## config.mk

```make
export PLATFORM = sky130hd
export DESIGN_NAME = converter_power_sequencer
export DESIGN_NICKNAME = d
export VERILOG_FILES = /design/src/rtl/cps_pkg.sv /design/src/rtl/cps_cfg_regs.sv /design/src/rtl/cps_core.sv /design/src/rtl/converter_power_sequencer.sv
export VERILOG_INCLUDE_DIRS = /design/src /design/src/rtl
export SDC_FILE = /design/constraint.sdc
export NUM_CORES = 1
export LEC_CHECK = 0
export BUFFER_PORTS_ARGS = -buffer_cell sky130_fd_sc_hd__buf_2
export CORE_AREA = 8 8 221 202
export CTS_CLUSTER_DIAMETER = 80
export DETAILED_ROUTE_END_ITERATION = 10
export DIE_AREA = 0 0 229 210
export SYNTH_ARGS = -nofsm -noshare
export SYNTH_HDL_FRONTEND = slang
export SYNTH_SLANG_ARGS = --single-unit
```

## constraint.sdc

```tcl
create_clock -name clk_i -period 5.9 [get_ports clk_i]
set_input_delay 1.18 -clock clk_i [delete_from_list [all_inputs] [get_ports clk_i]]
set_output_delay 1.18 -clock clk_i [all_outputs]
set_load 0.05 [all_outputs]
```

## src/rtl/converter_power_sequencer_defines.svh

```systemverilog
// assertion macros for the power sequencer
`ifndef CONVERTER_POWER_SEQUENCER_DEFINES_SVH
`define CONVERTER_POWER_SEQUENCER_DEFINES_SVH

// same-cycle implication, checked out of reset
`define CPS_ASSERT_IMPL(label, ante, cons) \
  label: assert property (@(posedge clk_i) disable iff (!rst_ni) (ante) |-> (cons)) \
    else $error("power sequencer check failed");

// next-cycle implication, checked out of reset
`define CPS_ASSERT_NEXT(label, ante, cons) \
  label: assert property (@(posedge clk_i) disable iff (!rst_ni) (ante) |=> (cons)) \
    else $error("power sequencer check failed");

`endif

```

## src/rtl/cps_pkg.sv

```systemverilog
// types, codes and helpers shared by the power sequencer modules
package cps_pkg;

  localparam int unsigned AdcW    = 10;
  localparam int unsigned TickW   = 16;
  localparam int unsigned DutyW   = 16;
  localparam int unsigned PeriodW = 15;
  localparam int unsigned RampShift = 8;
  localparam int unsigned StepW   = PeriodW - RampShift;
  localparam int unsigned CfgIdxW = 3;
  localparam int unsigned CfgDataW = 16;

  localparam logic [DutyW-1:0] NullDuty = DutyW'(10);

  typedef enum logic [2:0] {
    MODE_IDLE  = 3'd0,
    MODE_READY = 3'd1,
    MODE_START = 3'd2,
    MODE_RUN   = 3'd3,
    MODE_STOP  = 3'd4,
    MODE_FAULT = 3'd5
  } mode_e;

  typedef enum logic [1:0] {
    FLT_NONE      = 2'd0,
    FLT_PRECHARGE = 2'd1,
    FLT_DIRECT    = 2'd2,
    FLT_DISCHARGE = 2'd3
  } fault_e;

  typedef enum logic [CfgIdxW-1:0] {
    CFG_BUS_LOW      = 3'd0,
    CFG_BUS_HIGH     = 3'd1,
    CFG_DISCH_LEVEL  = 3'd2,
    CFG_PRECH_TICKS  = 3'd3,
    CFG_DISCH_TICKS  = 3'd4,
    CFG_PWM_PERIOD   = 3'd5,
    CFG_DUTY_TARGET  = 3'd6
  } cfg_idx_e;

  typedef struct packed {
    logic [AdcW-1:0]    bus_low;
    logic [AdcW-1:0]    bus_high;
    logic [AdcW-1:0]    disch_level;
    logic [TickW-1:0]   prech_ticks;
    logic [TickW-1:0]   disch_ticks;
    logic [PeriodW-1:0] pwm_period;
    logic [DutyW-1:0]   duty_target;
  } cfg_t;

  typedef struct packed {
    logic running;
    logic discharge;
    logic direct;
    logic precharge;
    logic breaker;
  } drv_t;

  function automatic logic [15:0] sat_add16(logic [15:0] a, logic [15:0] b);
    logic [16:0] sum;
    sum = {1'b0, a} + {1'b0, b};
    return sum[16] ? 16'hFFFF : sum[15:0];
  endfunction

endpackage

```

## src/rtl/cps_cfg_regs.sv

```systemverilog
// configuration register file of the power sequencer
module cps_cfg_regs import cps_pkg::*; (
  input  logic                clk_i,
  input  logic                rst_ni,
  input  logic                wr_en_i,
  input  logic [CfgIdxW-1:0]  wr_index_i,
  input  logic [CfgDataW-1:0] wr_data_i,
  output cfg_t                cfg_o
);

  cfg_t cfg_q, cfg_d;

  always_comb begin
    cfg_d = cfg_q;
    if (wr_en_i) begin
      case (wr_index_i)
        CFG_BUS_LOW:     cfg_d.bus_low     = wr_data_i[AdcW-1:0];
        CFG_BUS_HIGH:    cfg_d.bus_high    = wr_data_i[AdcW-1:0];
        CFG_DISCH_LEVEL: cfg_d.disch_level = wr_data_i[AdcW-1:0];
        CFG_PRECH_TICKS: cfg_d.prech_ticks = wr_data_i[TickW-1:0];
        CFG_DISCH_TICKS: cfg_d.disch_ticks = wr_data_i[TickW-1:0];
        CFG_PWM_PERIOD:  cfg_d.pwm_period  = wr_data_i[PeriodW-1:0];
        CFG_DUTY_TARGET: cfg_d.duty_target = wr_data_i[DutyW-1:0];
        default: ;
      endcase
    end
  end

  always_ff @(posedge clk_i or negedge rst_ni) begin
    if (!rst_ni) begin
      cfg_q.bus_low     <= '0;
      cfg_q.bus_high    <= '1;
      cfg_q.disch_level <= '0;
      cfg_q.prech_ticks <= '0;
      cfg_q.disch_ticks <= '0;
      cfg_q.pwm_period  <= '0;
      cfg_q.duty_target <= '0;
    end else begin
      cfg_q <= cfg_d;
    end
  end

  assign cfg_o = cfg_q;

endmodule

```

## src/rtl/cps_core.sv

```systemverilog
// sequencer state and the per-word update logic
module cps_core import cps_pkg::*; (
  input  logic              clk_i,
  input  logic              rst_ni,
  input  logic              step_i,
  input  cfg_t              cfg_i,
  input  logic [AdcW-1:0]   bus_i,
  input  logic [AdcW-1:0]   cap_i,
  input  logic              req_i,
  input  logic [TickW-1:0]  dt_i,
  output mode_e             mode_o,
  output logic [DutyW-1:0]  duty_o,
  output drv_t              drv_o,
  output fault_e            fault_o
);

  mode_e            mode_q, mode_d;
  logic [DutyW-1:0] duty_q, duty_d;
  logic             ramp_q, ramp_d;
  logic             stop_q, stop_d;
  logic [TickW-1:0] pacc_q, pacc_d;
  logic [TickW-1:0] dacc_q, dacc_d;
  drv_t             drv_q, drv_d;
  fault_e           fault_q, fault_d;

  logic             bus_ok, cap_in_win, cap_low;
  logic [DutyW-1:0] step;
  logic [TickW-1:0] pacc_sum, dacc_sum;
  logic             prech_done, disch_done;
  logic             at_target;
  logic [DutyW-1:0] duty_up, duty_dn_raw, duty_dn;
  logic             below_null, stop_eff;
  logic             prech_check, ramp_eff, disch_end;

  // shared conditions
  assign bus_ok      = (bus_i >= cfg_i.bus_low) && (bus_i <= cfg_i.bus_high);
  assign cap_in_win  = (cap_i > cfg_i.bus_low) && (cap_i < cfg_i.bus_high);
  assign cap_low     = cap_i < cfg_i.disch_level;
  assign step        = DutyW'(cfg_i.pwm_period[PeriodW-1:RampShift]);
  assign pacc_sum    = sat_add16(pacc_q, dt_i);
  assign dacc_sum    = sat_add16(dacc_q, dt_i);
  assign prech_done  = pacc_sum > cfg_i.prech_ticks;
  assign disch_done  = dacc_sum > cfg_i.disch_ticks;
  assign at_target   = duty_q >= cfg_i.duty_target;
  assign duty_up     = sat_add16(duty_q, step);
  assign duty_dn_raw = (duty_q > step) ? (duty_q - step) : '0;
  assign below_null  = duty_dn_raw < NullDuty;
  assign duty_dn     = below_null ? '0 : duty_dn_raw;
  assign stop_eff    = stop_q || below_null;
  assign prech_check = !ramp_q && prech_done;
  assign ramp_eff    = ramp_q || (prech_done && bus_ok && cap_in_win);
  assign disch_end   = stop_eff && disch_done;

  // next mode
  always_comb begin
    mode_d = mode_q;
    case (mode_q)
      MODE_IDLE: begin
        if (bus_ok) mode_d = MODE_READY;
      end
      MODE_READY: begin
        if (!bus_ok)    mode_d = MODE_IDLE;
        else if (req_i) mode_d = MODE_START;
      end
      MODE_START: begin
        if (prech_check && !(bus_ok && cap_in_win)) mode_d = MODE_FAULT;
        else if (ramp_eff && at_target)             mode_d = MODE_RUN;
      end
      MODE_RUN: begin
        if (!req_i) mode_d = MODE_STOP;
      end
      MODE_STOP: begin
        if (disch_end) mode_d = cap_low ? MODE_IDLE : MODE_FAULT;
      end
      default: ;
    endcase
  end

  // datapath and drive latches
  always_comb begin
    duty_d  = duty_q;
    ramp_d  = ramp_q;
    stop_d  = stop_q;
    pacc_d  = pacc_q;
    dacc_d  = dacc_q;
    drv_d   = drv_q;
    fault_d = fault_q;
    case (mode_q)
      MODE_IDLE: begin
        drv_d.breaker = 1'b1;
      end
      MODE_READY: begin
        if (!bus_ok) begin
          ramp_d  = 1'b0;
          stop_d  = 1'b0;
          pacc_d  = '0;
          dacc_d  = '0;
          fault_d = FLT_NONE;
          drv_d   = '{breaker: drv_q.breaker, default: 1'b0};
        end
      end
      MODE_START: begin
        if (!ramp_q) begin
          drv_d.precharge = 1'b1;
          pacc_d = pacc_sum;
          if (prech_done) begin
            if (!bus_ok) begin
              fault_d = FLT_PRECHARGE;
            end else begin
              drv_d.direct = 1'b1;
              if (cap_in_win) begin
                drv_d.breaker = 1'b1;
                ramp_d = 1'b1;
              end else begin
                fault_d = FLT_DIRECT;
              end
            end
          end
        end
        if (ramp_eff && !at_target) duty_d = duty_up;
      end
      MODE_RUN: begin
        drv_d.running = 1'b1;
      end
      MODE_STOP: begin
        duty_d = duty_dn;
        if (below_null && !stop_q) begin
          drv_d.direct    = 1'b0;
          drv_d.discharge = 1'b1;
          stop_d = 1'b1;
        end
        if (stop_eff) dacc_d = dacc_sum;
        if (disch_end) begin
          if (cap_low) begin
            ramp_d  = 1'b0;
            stop_d  = 1'b0;
            pacc_d  = '0;
            dacc_d  = '0;
            fault_d = FLT_NONE;
            drv_d   = '{breaker: drv_q.breaker, default: 1'b0};
          end else begin
            fault_d = FLT_DISCHARGE;
          end
        end
      end
      default: ;
    endcase
  end

  always_ff @(posedge clk_i or negedge rst_ni) begin
    if (!rst_ni) begin
      mode_q  <= MODE_IDLE;
      duty_q  <= '0;
      ramp_q  <= 1'b0;
      stop_q  <= 1'b0;
      pacc_q  <= '0;
      dacc_q  <= '0;
      drv_q   <= '0;
      fault_q <= FLT_NONE;
    end else if (step_i) begin
      mode_q  <= mode_d;
      duty_q  <= duty_d;
      ramp_q  <= ramp_d;
      stop_q  <= stop_d;
      pacc_q  <= pacc_d;
      dacc_q  <= dacc_d;
      drv_q   <= drv_d;
      fault_q <= fault_d;
    end
  end

  assign mode_o  = mode_q;
  assign duty_o  = duty_q;
  assign drv_o   = drv_q;
  assign fault_o = fault_q;

endmodule

```

## src/rtl/converter_power_sequencer.sv

```systemverilog
// top level of the converter power sequencer
//
//  channel | direction | handshake             | payload
//  input   | in        | in_valid_i/in_stall_o | bus, cap, start request, elapsed ticks
//  output  | out       | out_valid_o/out_stall_i | mode, duty, drives, fault code
//  config  | in        | cfg_valid_i/cfg_ready_o | cfg_index_i, cfg_data_i
//
// one word per cycle unless the receiver stalls the result
// the input register feeds the state update, the state registers are the result
// async active-low reset: idle mode, drives off, limits at reset values
// a stalled result holds the next word in the input register
`include "converter_power_sequencer_defines.svh"

module converter_power_sequencer import cps_pkg::*; (
  input  logic                clk_i,
  input  logic                rst_ni,
  input  logic                in_valid_i,
  output logic                in_stall_o,
  input  logic [AdcW-1:0]     bus_voltage_i,
  input  logic [AdcW-1:0]     cap_voltage_i,
  input  logic                start_request_i,
  input  logic [TickW-1:0]    elapsed_ticks_i,
  output logic                out_valid_o,
  input  logic                out_stall_i,
  output logic [2:0]          mode_code_o,
  output logic [DutyW-1:0]    duty_value_o,
  output logic                breaker_closed_o,
  output logic                precharge_on_o,
  output logic                direct_contact_on_o,
  output logic                discharge_gate_on_o,
  output logic                running_flag_o,
  output logic [1:0]          fault_code_o,
  input  logic                cfg_valid_i,
  output logic                cfg_ready_o,
  input  logic [CfgIdxW-1:0]  cfg_index_i,
  input  logic [CfgDataW-1:0] cfg_data_i
);

  cfg_t             cfg;
  mode_e            mode;
  drv_t             drv;
  fault_e           fault;
  logic [DutyW-1:0] duty;

  logic             s1_valid_q, s1_valid_d;
  logic [AdcW-1:0]  bus_q, cap_q;
  logic             req_q;
  logic [TickW-1:0] dt_q;
  logic             out_valid_q, out_valid_d;
  logic             accept, s1_fire;

  assign cfg_ready_o = 1'b1;

  cps_cfg_regs u_cfg (
    .clk_i      (clk_i),
    .rst_ni     (rst_ni),
    .wr_en_i    (cfg_valid_i),
    .wr_index_i (cfg_index_i),
    .wr_data_i  (cfg_data_i),
    .cfg_o      (cfg)
  );

  assign s1_fire    = s1_valid_q && !(out_valid_q && out_stall_i);
  assign in_stall_o = s1_valid_q && out_valid_q && out_stall_i;
  assign accept     = in_valid_i && !in_stall_o;

  assign s1_valid_d  = accept ? 1'b1 : (s1_fire ? 1'b0 : s1_valid_q);
  assign out_valid_d = s1_fire ? 1'b1 : (out_valid_q && out_stall_i);

  always_ff @(posedge clk_i or negedge rst_ni) begin
    if (!rst_ni) begin
      s1_valid_q  <= 1'b0;
      out_valid_q <= 1'b0;
    end else begin
      s1_valid_q  <= s1_valid_d;
      out_valid_q <= out_valid_d;
    end
  end

  // input word register
  always_ff @(posedge clk_i) begin
    if (accept) begin
      bus_q <= bus_voltage_i;
      cap_q <= cap_voltage_i;
      req_q <= start_request_i;
      dt_q  <= elapsed_ticks_i;
    end
  end

  cps_core u_core (
    .clk_i   (clk_i),
    .rst_ni  (rst_ni),
    .step_i  (s1_fire),
    .cfg_i   (cfg),
    .bus_i   (bus_q),
    .cap_i   (cap_q),
    .req_i   (req_q),
    .dt_i    (dt_q),
    .mode_o  (mode),
    .duty_o  (duty),
    .drv_o   (drv),
    .fault_o (fault)
  );

  assign out_valid_o         = out_valid_q;
  assign mode_code_o         = mode;
  assign duty_value_o        = duty;
  assign breaker_closed_o    = drv.breaker;
  assign precharge_on_o      = drv.precharge;
  assign direct_contact_on_o = drv.direct;
  assign discharge_gate_on_o = drv.discharge;
  assign running_flag_o      = drv.running;
  assign fault_code_o        = fault;

  `CPS_ASSERT_IMPL(a_fault_only_in_fault, fault_code_o != FLT_NONE, mode_code_o == MODE_FAULT)
  `CPS_ASSERT_IMPL(a_running_late_modes, running_flag_o,
                   mode_code_o == MODE_RUN || mode_code_o == MODE_STOP ||
                   mode_code_o == MODE_FAULT)
  `CPS_ASSERT_NEXT(a_state_holds_idle, !s1_fire,
                   $stable(mode_code_o) && $stable(duty_value_o))
  `CPS_ASSERT_IMPL(a_stall_needs_result, in_stall_o, out_valid_o && s1_valid_q)

endmodule

```

* Word level (Yosys, flattened, before mapping)
Cells that the tools add are included.
** Storage, ports and cells
- Flip-flop bits (word level) :: 192
- Output and inout bits :: 29
** Operators by class
- Equal/unequal tests :: 23
- Order comparisons :: 10
- Reductions and logical operators :: 49
- Muxes and demuxes :: 62
- Add/subtract/negate cells :: 4
- Bitwise logic cells :: 2
** Operator list (number)
- $mux 16 :: 13
- $pmux 16 s2 :: 2
- $pmux 16 s3 :: 1
- $add 16x16->17 :: 2
- $gt 16x16->1 :: 2
- $mux 3 :: 9
- $lt 10x10->1 :: 2
- $mux 1 :: 18
- $add 16x7->17 :: 1
- $ge 16x16->1 :: 1
- $gt 16x7->1 :: 1
- $logic_and 1x1->1 :: 16
- $lt 16x4->1 const B :: 1
- $mux 2 :: 8
- $sub 16x7->16 :: 1
- $mux 5 :: 3
- $pmux 3 s5 :: 1
- $ne 2x1->1 const B :: 7
- $reduce_and 2->1 :: 7
- $reduce_and 7->1 :: 2
- $eq 3x2->1 const B :: 4
- $eq 3x3->1 const B :: 4
- $pmux 2 s3 :: 2
- $reduce_and 6->1 :: 2
- other kinds (20) :: 40

* Longest topological paths before layout
Gate-level depths: netlist of run 1.
- Word-level depth :: 10
- Gate-level depth with buffers :: 22
- Depth with buffers taken out :: 20

* Hierarchy
From an unflattened synthesis of run 1, not the netlist that was laid out.
** Second synthesis, totals
- Cells, all modules :: 1246
- Area total of the unflattened synthesis :: 12602.1 um2
** Modules (own cells, without submodules)
- cps_core :: sequential area each 1501.4 um2, instances 1, area an instance 7800.0 um2, cells an instance 997
- cps_cfg_regs :: sequential area each 2339.7 um2, instances 1, area an instance 3587.2 um2, cells an instance 202
- converter_power_sequencer :: sequential area each 1161.1 um2, instances 1, area an instance 1214.9 um2, cells an instance 47

* Worst setup path after synthesis of run 1
No wires, ideal clock.
- Path kind :: register -> register
- Start point :: register dt_q[0]
- End point :: register u_core.duty_q[7] (netlist: u_core.duty_o[7])
- Path slack :: 1.139 ns
- Buffers on the path :: 2
- Setup time :: 0.101 ns
- Stages on the path, launching flop included :: 21
- Data arrival time :: 4.660 ns
- Period minus slack after synthesis :: 4.761 ns
- Cell sequence :: edfxtp_1 -> ha_1 -> fa_1 -> a21oi_1 -> o211ai_1 -> a21oi_1 -> o21ai_0 -> o21a_1 -> o22ai_1 -> o21a_1 -> clkbuf_1 -> o21ai_0 -> ha_1 -> nand4_1 -> a2111o_1 -> a31oi_1 -> nand4bb_1 -> a21oi_1 -> clkbuf_1 -> nand2_1 -> o32ai_1
** On the way
- Longest elaborated chain between the ends :: 9
** RTL lines
- start: declaration :: line converter_power_sequencer.sv:48 : logic [TickW-1:0] dt_q;
- start signal: assignment :: line converter_power_sequencer.sv:86 : dt_q <= elapsed_ticks_i;
- $add 16x16->17 :: line cps_pkg.sv:61 : sum = {1'b0, a} + {1'b0, b};
- $mux 16 :: line cps_pkg.sv:62 : return sum[16] ? 16'hFFFF : sum[15:0];
- $gt 16x16->1 :: line cps_core.sv:42 : assign prech_done = pacc_sum > cfg_i.prech_ticks;
- $logic_and 1x1->1 (2 in a row) :: line cps_core.sv:51 : assign ramp_eff = ramp_q || (prech_done && bus_ok && cap_in_win);
- $logic_or 1x1->1 :: line cps_core.sv:51
- $logic_and 1x1->1 :: line cps_core.sv:120 : if (ramp_eff && !at_target) duty_d = duty_up;
- $ne 2x1->1 (no source line)
- $reduce_and 3->1 (no source line)
- end signal: assignment :: line cps_core.sv:162 : duty_q <= duty_d;
- end: declaration :: line cps_core.sv:18 : logic [DutyW-1:0] duty_q, duty_d;
No other way between the ends.
A chain may end at the register's enable or synchronous reset.

* Worst setup path in the final report of run 1
- Start point :: register dt_q[4]
- End point :: register u_core.dacc_q[15]
** On the way
- Longest elaborated chain between the ends :: 6
** RTL lines
- $add 16x16->17 (*) :: line cps_pkg.sv:61
- $mux 16 (*) :: line cps_pkg.sv:62
- $gt 16x16->1 / $mux 16 (equally long branches) :: line cps_core.sv:43, cps_core.sv:132
- $logic_and 1x1->1 / $mux 16 (equally long branches) :: line cps_core.sv:52, cps_core.sv:134
- $mux 16 (*) :: line cps_core.sv:133 : if (disch_end) begin
- $pmux 16 s2 (*) :: line cps_core.sv:88 : case (mode_q)
- end signal: assignment :: line cps_core.sv:157 : dacc_q <= '0;
- end signal: assignment :: line cps_core.sv:166 : dacc_q <= dacc_d;
- end: declaration :: line cps_core.sv:22 : logic [TickW-1:0] dacc_q, dacc_d;
Mark *: on every way between the ends. The rest lies on a longest branch, timed or not.

==> results of run 1 <==
==> per-layer routing <==
layer / up-vias / wire length (µm)
li1: 4667 / -
met1: 4675 / 16000
met2: 239 / 14900
met3: 38 / 1550
met4: 4 / 507
met5: - / 20
==> worst register-to-register path: stages, from the launching register on <==
cell and delay [ps]:
edfxtp_1 450, ha_1 380, and3_1 200, a221o_1 350
o41ai_1 580, o21ai_0 280, o2111ai_1 290, a31o_2 200
a41oi_1 50, or3_1 330, ha_1 290, a21o_1 190
nor4_1 190, o221ai_1 160, a21oi_1 200, o22ai_1 110
a21boi_0 190, a31oi_1 380, and2b_1 240, buf_4 220
nor3_1 210
==> where the power goes <==
group | internal, mW | switching (mW)
Sequential | 1.58 | 0.268
Combinational | 1.17 | 1.85
Clock | 0.646 | 0.583
Total | 3.39 | 2.70
==> placed cells by master, fill, tap and decap left out, types with 37 or more instances in the layout <==
master      n
mux2_2     44
nand2_1   114
a21oi_1    72
inv_1     107
nor2_1     55
edfxtp_1   37
o21ai_0    92
dfrtp_1   137
buf_2      87
ha_1      142
==> registers in the layout (all words and copies together) (netlist names), 2 cells and up <==
signal	flops
bus_q	10
u_cfg.cfg_o	85
u_core.drv_o	5
u_core.mode_o	3
cap_q	10
dt_q	16
u_core.duty_o	16
u_core.fault_o	2
u_core.dacc_q	16
u_core.pacc_q	16
==> path summary, 6_finish.rpt <==
path / start / end / slack [ps]
worst max-delay path: dt_q[4] / u_core.dacc_q[15] / 320
worst min-delay path: u_core.drv_o[1] / u_core.drv_o[1] / 500
worst max register to register: dt_q[4] / u_core.dacc_q[15] / 320
worst min register to register: u_core.drv_o[1] / u_core.drv_o[1] / 500
max in group asynchronous: rst_ni / u_cfg.cfg_o[45] / 3770
min in group asynchronous: rst_ni / u_core.duty_o[15] / 810
==> kinds of logic after synthesis <==
kind of cell,share of synthesized area [%]
AO/OA/AOI/OAI,18.4
flip-flops,39.8
adder cells (fa/ha/maj),15.4
XOR/XNOR,2.32
buffers and inverters,4.82
multiplexers,5.44
other,0.0311
AND/OR/NAND/NOR,13.7
==> layout make-up <==
| class | count | area, µm² |
|---|---|---|
| Clock inverter | 12 | 140 |
| Sequential cell | 184 | 4800 |
| Timing Repair Buffer | 101 | 544 |
| Tap cell | 547 | 684 |
| Clock buffer | 20 | 500 |
| Fill cell | 4184 | 27300 |
| Multi-Input combinational cell | 906 | 6690 |
| Inverter | 108 | 405 |
==> reports/qor.txt, run 1 <==
Status: finished clean
Critical path depth: 20
Total die area: 0.0481 mm²
Final Util: 33.5%
Placed cells: 1846
Clock Tree Buf Depth: 2
Grt peak-use layer: met2
Post-synth EDFFs: 37
Share of the synthesized area in the top cell type: 28.4%
Worst slack, placed: 393 ps
Max Slew Vio Count: 0
Synth top cells by count: ha_1 (142), dfrtp_1 (137), nand2_1 (114)
Fmax: 179 MHz
Antenna fix cells: 0
Most Frequent Cell on Critical Path: ha_1
RSZ-0062 raised after global routing: false
Hold Fails Final Rpt: 0
Delay-heaviest family, CP: compound AO/OA/AOI/OAI gates
Placed instance area: 0.0131 mm²
Setup tns final: 0 ps
Critical Path AT: 5950 ps
Vias/cell: 5.12
Setup Viol. Count Final: 0
Non-filler cells, final: 1878
Met2 Usage GRT: 21.8%
CTS Sinks: 184
Total power: 6.09 mW
Port Buffer Count: 88
Cts bufs inserted: 17
Post-Syn Instances: 1240
Core box area: 0.0410 mm²
Floorplan row count: 71
Slew HR: 30.4%
Fin nets: 1525
WP data required: 6270 ps
Hold_buf cts: 0
Global-route wire length before repair: 53.6 mm
Depth of the CTS H-tree: 4
Post-route worst setup slack: 316 ps
Top cell type by total area after synthesis: dfrtp_1
Wirelength per Cell: 17.5 µm
Via count: 9623
WP buf/inv: 1
Avg Inst Size Synth: 9.73 µm²
Top cells by area, synth: dfrtp_1 (28%), ha_1 (15%), edfxtp_1 (9.2%), mux2_2 (4.1%), o21ai_0 (3.8%)
Post-CTS resize count: 0
GR Util met3: 2.73%
Most common cell in the synthesized netlist: ha_1
Worst Skew: 21.1 ps
Postcts setup bufs: 0
MaxCap Viol Count: 0
Synth Register Bits: 184
Leak Pwr: 6.37 nW
Vias in the first global route: 9712
Critical Path Max Stage Delay: 580 ps
Final wirelength: 32.9 mm
Detailed-router iteration count before antenna repair: 5
CP Cell Sequence: ha_1 -> and3_1 -> a221o_1 -> o41ai_1 -> o21ai_0 -> o2111ai_1 -> a31o_2 -> a41oi_1 -> or3_1 -> ha_1 -> a21o_1 -> nor4_1 -> o221ai_1 -> a21oi_1 -> o22ai_1 -> a21boi_0 -> a31oi_1 -> and2b_1 -> buf_4 -> nor3_1
DRT antenna net count: 0
Max VDD drop: 0.180 mV
Final Instance Area: 0.0138 mm²
Worst-Margin Slew: 1040 ps
Worst setup path class: flip-flop to flip-flop
Grt total ovfl: 0
Initial Utilization: 29.4%
HP Class: flip-flop to flip-flop
CP endpoint kind: flip-flop
Area of the mapped netlist: 0.0121 mm²
Met1 Use GR: 19.2%
DIE HEIGHT: 210 µm
GP Congestion: 0.879
GRT Resource Usage Total: 13.8%
Hold depth: 1
Unique masters post-synth: 84
Boundary Pins: 90
Crit Path Max Fanout: 19
Area grow syn2layout: 14.2%
Later-pin clock latency in the skew report: 460 ps
Post-synthesis sequential area ratio: 39.8%
Synth Flop Type: dfrtp_1
HPWL Detailed: 25.5 mm
DRC violations left: 0
FF-to-FF path depth: 20
1st-iter DRT viols: 752
Clock transition at path regs: 90 ps
Antenna violations before repair: 2
Syn. warnings: 0
WHS: 505 ps
Min Tclk post-route: 5580 ps
Fraction of layout cells with a size suffix above 1: 15.7%
Final period utilization: 94.6%
Power per cell area: 442 mW/mm²
Synth Net Count: 1447
Die outline width: 229 µm
CTS Root Cell: clkbuf_16
Worst setup SP type: flip-flop
Largest net degree at the start of global routing: 102
Slowest CP cell: o41ai_1
Ys async rst share: 79.9%
CTS tree: yes
Note: power is estimated with default switching activity, not from simulation.
==> run 2, diff against run 1 <==
--- a/config.mk
+++ b/config.mk
@@ -7,10 +7,13 @@
 export NUM_CORES = 1
 export LEC_CHECK = 0
 export BUFFER_PORTS_ARGS = -buffer_cell sky130_fd_sc_hd__buf_2
+export CELL_PAD_IN_SITES_DETAIL_PLACEMENT = 1
+export CELL_PAD_IN_SITES_GLOBAL_PLACEMENT = 2
 export CORE_AREA = 8 8 221 202
 export CTS_CLUSTER_DIAMETER = 80
 export DETAILED_ROUTE_END_ITERATION = 10
 export DIE_AREA = 0 0 229 210
+export PLACE_DENSITY_LB_ADDON = 0.1
 export SYNTH_ARGS = -nofsm -noshare
 export SYNTH_HDL_FRONTEND = slang
 export SYNTH_SLANG_ARGS = --single-unit
==> run 2 against run 1 <==
Against the previous run: largest power group unchanged; combinational power grew 4%; design area up 0.40%; via count is essentially flat; setup slack improved by 160 ps; clock skew decreased by 8.3 ps; worst hold slack hardly changed; first-iteration DRC count shrank 44%; register-to-register slack gained 160 ps; clock power hardly changed; cell count grew 0.21%; routed wire length up 19%; sequential share of layout area is 0.14 points lower.
==> reports/qor.txt, run 2 (same netlist as run 1, synthesis figures left out) <==
Combinational Power Share: 50.3% (+0.8 points)
Clock Power Share: 19.8% (-0.4 points)
Boundary Pins: 90 (unchanged)
Final Util: 33.7% (+0.13 points)
Highest metal used: met4
FF-to-FF path depth: 20 (unchanged)
Final wirelength: 39.1 mm (+19%)
CP endpoint: u_core.duty_o[3]
Routed met1 length: 19.7 mm (+23%)
Cts bufs inserted: 17 (unchanged)
Setup Viol. Count Final: 0 (unchanged)
Internal Power: 3.41 mW (+0.60%)
Leak Pwr: 6.40 nW (+0.33%)
Wirelength per Cell: 20.8 µm (+19%)
HPWL Detailed: 30.1 mm (+18%)
Commonest non-fill, non-tap cell in the layout: ha_1
Fin nets: 1529 (+0.26%)
Largest net degree at the start of global routing: 77 (-25%)
Sw Ratio: 45.3% (+0.93 points)
GP Congestion: 0.761 (-13%)
Die outline width: 229 µm (unchanged)
Crit Path Max Fanout: 20 (+1)
Floorplan row count: 71 (unchanged)
Antenna violations before repair: 0 (-2)
NetSw: 2.82 mW (+4.5%)
Detailed-router iteration count before antenna repair: 5 (unchanged)
Clock Tree Buf Depth: 2 (unchanged)
Global-route wire length before repair: 62.2 mm (+16%)
Hold_buf cts: 0 (unchanged)
Core box area: 0.0410 mm² (unchanged)
CTS Root Cell: clkbuf_16
Crit. Startpoint: dt_q[0]
Placed cells: 1850 (+0.22%)
CTS Sinks: 184 (unchanged)
Depth of the CTS H-tree: 4 (unchanged)
Hold Fails Final Rpt: 0 (unchanged)
Later-pin clock latency in the skew report: 470 ps (about the same)
Worst Skew: 12.8 ps (-8.34 ps)
Worst setup SP type: flip-flop
Vias in the first global route: 10358 (+6.7%)
Non-filler cells, final: 1882 (+0.21%)
Worst-Margin Slew: 1110 ps (+70.1 ps)
Status: finished clean
Fmax: 184 MHz (+2.9%)
Min Tclk post-route: 5430 ps (-158 ps)
Worst slack, placed: 236 ps (-157 ps)
Sequential group share of total power: 29.9% (-0.4 points)
Fraction of layout cells with a size suffix above 1: 16.3% (+0.55 points)
Clock transition at path regs: 80 ps (about the same)
Grt total ovfl: 0 (unchanged)
Port Buffer Count: 88 (unchanged)
Antenna fix cells: 0 (unchanged)
Via count: 9631 (+0.083%)
Critical R2R Capture: u_core.duty_o[3]
GRT Resource Usage Total: 16.6% (+2.8 points)
Critical Path AT: 5830 ps (-120 ps)
WP data required: 6310 ps (+40 ps)
DR WL met2: 17.7 mm (+19%)
Final period utilization: 92.0% (-2.7 points)
Power per cell area: 451 mW/mm² (+1.9%)
Max reg flops: 85 (unchanged)
Post-route worst setup slack: 474 ps (+158 ps)
DIE HEIGHT: 210 µm (unchanged)
Reg2reg start: dt_q[0]
Total die area: 0.0481 mm² (unchanged)
Max Slew Vio Count: 0 (unchanged)
Worst setup path class: flip-flop to flip-flop
WL met3: 1.07 mm (-31%)
CTS tree: yes
WHS: 505 ps (+0.348 ps)
DRT antenna net count: 0 (unchanged)
Slew HR: 25.7% (-4.7 points)
HP Class: flip-flop to flip-flop
DRC violations left: 0 (unchanged)
Max VDD drop: 0.171 mV (-4.9%)
Setup tns final: 0 ps (unchanged)
MaxCap Viol Count: 0 (unchanged)
Vias/cell: 5.12 (-0.13%)
Initial Utilization: 29.4% (unchanged)
CP endpoint kind: flip-flop
Area grow syn2layout: 14.6%
1st-iter DRT viols: 420 (-44%)
FF-to-FF setup slack: 470 ps (+160 ps)
Commonest cells after routing, fill and taps aside: ha_1 (142), dfrtp_1 (137), nand2_1 (114), inv_1 (107), o21ai_0 (91)
RSZ-0062 raised after global routing: false
[run 2: changes by cell type in the layout (fill, tap and decap cells not counted), moves of 2 or more]
cell,previous run,this run
buf_12,0,2
buf_4,13,15
clkinv_4,1,3
clkinv_8,3,1
inv_8,6,4
nor3_1,29,27
nor3_2,1,3
[run 2: metal layers]
metal,track usage [%],up-vias
li1,-,4672
met1,23.0,4805
met2,26.5,121
met3,3.04,33
met4,4.64,0
met5,0,-
[run 2: worst min path at each step]
stage,startpoint,end,slack [ps],cells after the start
after floorplan,u_core.pacc_q[0],u_core.pacc_q[0],460,1
after global placement,u_core.stop_q,u_core.stop_q,480,2
after detailed placement,u_core.stop_q,u_core.stop_q,490,2
after CTS,u_core.stop_q,u_core.stop_q,510,2
after global routing,u_cfg.cfg_o[14],u_cfg.cfg_o[14],520,1
final,u_core.stop_q,u_core.stop_q,510,2
[run 2: timing repair]
action / 4_1_cts / 5_1_grt
setup endpoints to repair: 0 / 26
setup buffers: 0 / 0
resized for setup: 0 / 4
[run 2: metrics by stage]
stage | total power [mW] | instance area, µm²
floorplan | 4.06 | 12100
global placement | 5.03 | 13200
detailed placement | 5.05 | 13200
CTS | 6.33 | 13800
global route | 6.77 | 13800
finish | 6.23 | 13800
[run 2: layout make-up]
type,instances,area (µm²)
Tap cell,547,684
Clock inverter,13,148
Timing Repair Buffer,105,599
Fill cell,4717,27200
Multi-Input combinational cell,906,6710
Sequential cell,184,4800
Clock buffer,19,475
Inverter,108,405
[run 2: power groups by stage]
stage / sequential [mW] / combinational [mW] / clock, mW
after floorplan: 1.96 / 2.10 / 0
after global placement: 1.90 / 3.13 / 0
after detailed placement: 1.90 / 3.16 / 0
after CTS: 1.87 / 3.18 / 1.28
after global routing: 1.90 / 3.55 / 1.32
final: 1.86 / 3.14 / 1.23
[run 2: worst max-delay path: stages, from the launching register on]
cell       delay, ps
edfxtp_1         410
ha_1             250
fa_1             410
a21oi_1          260
o211ai_1         170
a21oi_1          310
o21ai_0          200
o21a_1           220
o22ai_1          250
o21a_2           320
nand2b_1         110
ha_1             290
nor2b_1          130
o21a_1           120
o211ai_1         100
a2111o_1         380
a31oi_1          350
nand4bb_1        190
a21o_2           390
nor2_1           320
a22o_1           180
